File: config.mk
export PLATFORM = sky130hd
export DESIGN_NAME = tot_cross_unit
export DESIGN_NICKNAME = d
export VERILOG_FILES = /design/src/triangle_overlap_test_core_assert.svh /design/src/tot_pkg.sv /design/src/tot_cross_unit.sv
export SDC_FILE = /design/constraint.sdc
export NUM_CORES = 2
export LEC_CHECK = 0
export BUFFER_PORTS_ARGS = -buffer_cell sky130_fd_sc_hd__buf_2
export CAP_MARGIN = 30
export CORE_ASPECT_RATIO = 0.8
export CORE_MARGIN = 3
export CORE_UTILIZATION = 35
export DETAILED_ROUTE_END_ITERATION = 10
export PLACE_DENSITY_LB_ADDON = 0.08
export SLEW_MARGIN = 5
export SYNTH_ARGS = -nofsm -noshare
export SYNTH_HDL_FRONTEND = slang
export SYNTH_SLANG_ARGS = --single-unit
export TNS_END_PERCENT = 20
File: constraint.sdc
create_clock -name clk -period 9.6 [get_ports clk]
set_input_delay 0.96 -clock clk [delete_from_list [all_inputs] [get_ports clk]]
set_output_delay 0.96 -clock clk [all_outputs]
set_load 0.05 [all_outputs]
File: src/triangle_overlap_test_core_assert.svh
// Assertion macros shared by the triangle overlap test RTL
`ifndef TRIANGLE_OVERLAP_TEST_CORE_ASSERT_SVH
`define TRIANGLE_OVERLAP_TEST_CORE_ASSERT_SVH
// Implication checked on every clock edge outside reset
`define TOT_ASSERT_IMP(label, clk, rst_n, ante, cons, msg) \
    label: assert property (@(posedge clk) disable iff (!rst_n) (ante) |-> (cons)) \
        else $error(msg);
// Next-cycle implication checked outside reset
`define TOT_ASSERT_NXT(label, clk, rst_n, ante, cons, msg) \
    label: assert property (@(posedge clk) disable iff (!rst_n) (ante) |=> (cons)) \
        else $error(msg);
`endif

File: src/tot_pkg.sv
// Package: widths, types and the vector subtract helper of the triangle overlap test
`timescale 1ns / 1ps
`default_nettype none
package tot_pkg;
    localparam int COORD_WIDTH = 16;
    localparam int DIFF_WIDTH  = COORD_WIDTH + 1;
    localparam int PROD_WIDTH  = 2 * DIFF_WIDTH;
    localparam int CROSS_WIDTH = PROD_WIDTH + 1;
    localparam int TDATA_WIDTH = ((12 * COORD_WIDTH + 7) / 8) * 8;
    localparam int NUM_CROSS   = 9;
    localparam int NUM_INSIDE  = 18;

    typedef logic signed [COORD_WIDTH-1:0] coord_t;
    typedef logic signed [DIFF_WIDTH-1:0]  diff_t;
    typedef logic signed [PROD_WIDTH-1:0]  prod_t;
    typedef logic signed [CROSS_WIDTH-1:0] cross_t;

    typedef struct packed {
        coord_t x;
        coord_t y;
    } point_t;

    typedef struct packed {
        diff_t x;
        diff_t y;
    } vec_t;

    function automatic vec_t vsub(input point_t a, input point_t b);
        vec_t r;
        r.x = DIFF_WIDTH'(a.x) - DIFF_WIDTH'(b.x);
        r.y = DIFF_WIDTH'(a.y) - DIFF_WIDTH'(b.y);
        return r;
    endfunction
endpackage
`default_nettype wire

File: src/tot_cross_unit.sv
// Registered 2-D cross product: one multiplier stage, one subtract stage
`timescale 1ns / 1ps
`default_nettype none
module tot_cross_unit
(
    input  wire logic          clk,
    input  wire logic          en,
    input  wire tot_pkg::vec_t u,
    input  wire tot_pkg::vec_t v,
    output tot_pkg::cross_t    xprod
);
    import tot_pkg::*;

    prod_t  p0_reg;
    prod_t  p1_reg;
    cross_t cross_reg;

    // payload only; enable follows the pipeline advance
    always_ff @(posedge clk)
    begin
        if (en)
        begin
            p0_reg    <= u.x * v.y;
            p1_reg    <= u.y * v.x;
            cross_reg <= CROSS_WIDTH'(p0_reg) - CROSS_WIDTH'(p1_reg);
        end
    end

    assign xprod = cross_reg;
endmodule
`default_nettype wire

==> qor.txt <==
number of global-route vias before repair -> 19900
crit-path max cell delay -> 0.85 ns
largest cells by area after synthesis -> fa_1 (45%), edfxtp_1 (12%), ha_1 (9.6%)
Starting Density -> 35.6%
clk buf depth -> 2
Post-synth EDFFs -> 103
antenna violations before repair -> 2
Die Footprint -> 0.0790 mm^2
post_cts resized -> 0
Synth top cells by count -> inv_1 (671), fa_1 (593), and2_1 (292), nand2_1 (292), ha_1 (204)
critical path capture point type -> register
Final ANT Viol Nets -> 0
hold crit path type -> register to register
Mapped Avg Cell Area -> 9.74 um^2
share of layout cells above drive strength 1 -> 4.92%
Yosys reg bits -> 103
Worst EP arrival -> 7.75 ns
slew margin rel. -> 39.1%
Syn Inst Count -> 2719
Post-DP HPWL -> 52600 um
Post-Route Utilization -> 38.0%
pin count of the biggest net entering global routing -> 55
asr flop ratio synth -> 0%
crit share post-route -> 79.5%
critical path class -> input pin to register
port buffer count -> 104
critical path launch point type -> input pin
Mapped Area -> 0.0265 mm^2
DRT Pass-1 Iters -> 5
Inserted Clock Buffers -> 9
status -> complete, no violations
Worst-Skew Late Latency -> 0.36 ns
ys flop type -> edfxtp_1
Tmin final -> 7.64 ns
final WL -> 61700 um
Req. time, crit path -> 9.71 ns
io pins -> 105
crit path max fanout -> 17
Seq/Total Area, Yosys -> 11.7%
post-route insts no fill -> 3765
Cells after DPL -> 3748
htree depth -> 3
Fin. Hold Viols -> 0
Final setup viols -> 0
Fin Setup TNS -> 0 ns
f_max -> 131 MHz
vias per cell -> 4.78
Layout area overhead -> 6.75%
critical path's top delay family -> adder cells
Slew @ Worst Pin -> 0.907 ns
Slew Viols, Final -> 0
gpl congestion -> 0.842
net count after synthesis -> 3586
drt wl/cell -> 16.4 um
row cnt -> 89
most numerous cell in the Yosys netlist -> inv_1
clock sinks -> 103
Hold Slack -> 0.648 ns
Most common cell on crit path -> fa_1
routed vias -> 18000
die height -> 252 um
first-pass GRT wire length -> 105000 um
initial DRC count -> 1027
cts hold-fix bufs -> 0
Synth Warn # -> 0
Netlist cell types -> 66
CTS tree -> built
nets -> 3625
clock transition at the registers of the reported paths -> 0.08 ns
unrepaired setup endpoints after global routing -> no
max cap viols -> 0
GRT overflow -> 0
GRT Total Usage -> 16.6%
clk_skew -> 0.0107 ns
CP max-delay cell -> a311oi_1
Die Width -> 314 um
area share of the largest cell type after synthesis -> 44.8%
clk root buf -> clkbuf_16
Largest register FFs -> 35
number of setup buffers added after CTS -> 0
WP buf/inv -> 4
critical-path cell list -> buf_2, nand2_1, inv_1, fa_1, fa_1, fa_1, fa_1, fa_1, inv_1, fa_1, inv_1, ha_1, nand4_1, a2111oi_1, o21ai_0, a311oi_1, nand3_1, a31oi_1, o21a_1, nor2_1, xnor2_1
Core ar. -> 0.0744 mm^2
top cell type by total area after synthesis -> fa_1
DR DRC count -> 0
[worst paths after layout]
path                            slack (ns)                    to  depth (start not counted)           startpoint
worst max-delay path                  1.96  p0_reg[32]$_DFFE_PP_                         21                 v[2]
worst min-delay path                  0.65    xprod[0]$_DFFE_PP_                          2  p1_reg[0]$_DFFE_PP_
worst max register to register        6.07   xprod[24]$_DFFE_PP_                         12  p0_reg[0]$_DFFE_PP_
worst min register to register        0.65    xprod[0]$_DFFE_PP_                          2  p1_reg[0]$_DFFE_PP_
[layout by cell type (no fill, tap or decap), types with 6 or more instances in the layout]
cell / count
clkbuf_16: 9
nand3_1: 12
ha_1: 204
and2_1: 292
xnor2_1: 79
buf_2: 103
nand2b_1: 11
nor2b_1: 6
inv_1: 671
nor2_1: 78
a21oi_1: 58
a21o_1: 41
and3_1: 8
nor3_1: 13
o21a_1: 17
o31ai_1: 7
o21ai_0: 36
xor2_1: 20
nand2_1: 292
edfxtp_1: 103
fa_1: 593
a31oi_1: 10
a211oi_1: 9
[metal layers]
layer | vias to the layer above | GRT usage [%] | routed length (um)
met5 | - | 0 | 0
met4 | 0 | 1.85 | 549
met3 | 39 | 2.18 | 2370
met2 | 319 | 27.1 | 29200
met1 | 9420 | 24.5 | 29600
li1 | 8233 | - | -
[worst min-delay path: cells and delay by family, from the launching register on]
kind | cells | cell delay, ns
buffers and inverters | 1 | 0.03
DFF | 1 | 0.34
adders and majority gates | 1 | 0.12
[cells by family (layout without fill, tap and decap cells)]
kind of cell / after synthesis / in the layout / synth area share (%)
buffers and inverters: 748 / 792 / 10.6
flip-flops: 103 / 103 / 11.7
AO/OA/AOI/OAI: 232 / 232 / 5.99
AND/OR/NAND/NOR: 740 / 740 / 14.0
other: 0 / 1 / 0
adder cells (fa/ha/maj): 797 / 797 / 54.5
XOR/XNOR: 99 / 99 / 3.27
[through the flow]
step	setup slack (ns)	cell area (um^2)
after floorplan	2.65	26500
after global placement	1.87	28000
after detailed placement	1.79	28000
after CTS	2.14	28300
after global routing	1.55	28300
final	1.96	28300
[area by class of cell]
class	count	area, um^2
clock buffers	9	225
multi-input cells	1868	20600
fillers	7703	46100
well taps	1001	1250
flip-flops and latches	103	3090
clock inverters	7	66.3
diodes	1	2.50
repair buffers	105	531
inverters	671	2520
Power is not shown: default switching activity piles up to over one toggle a cycle in this logic, so the estimate is an artifact.
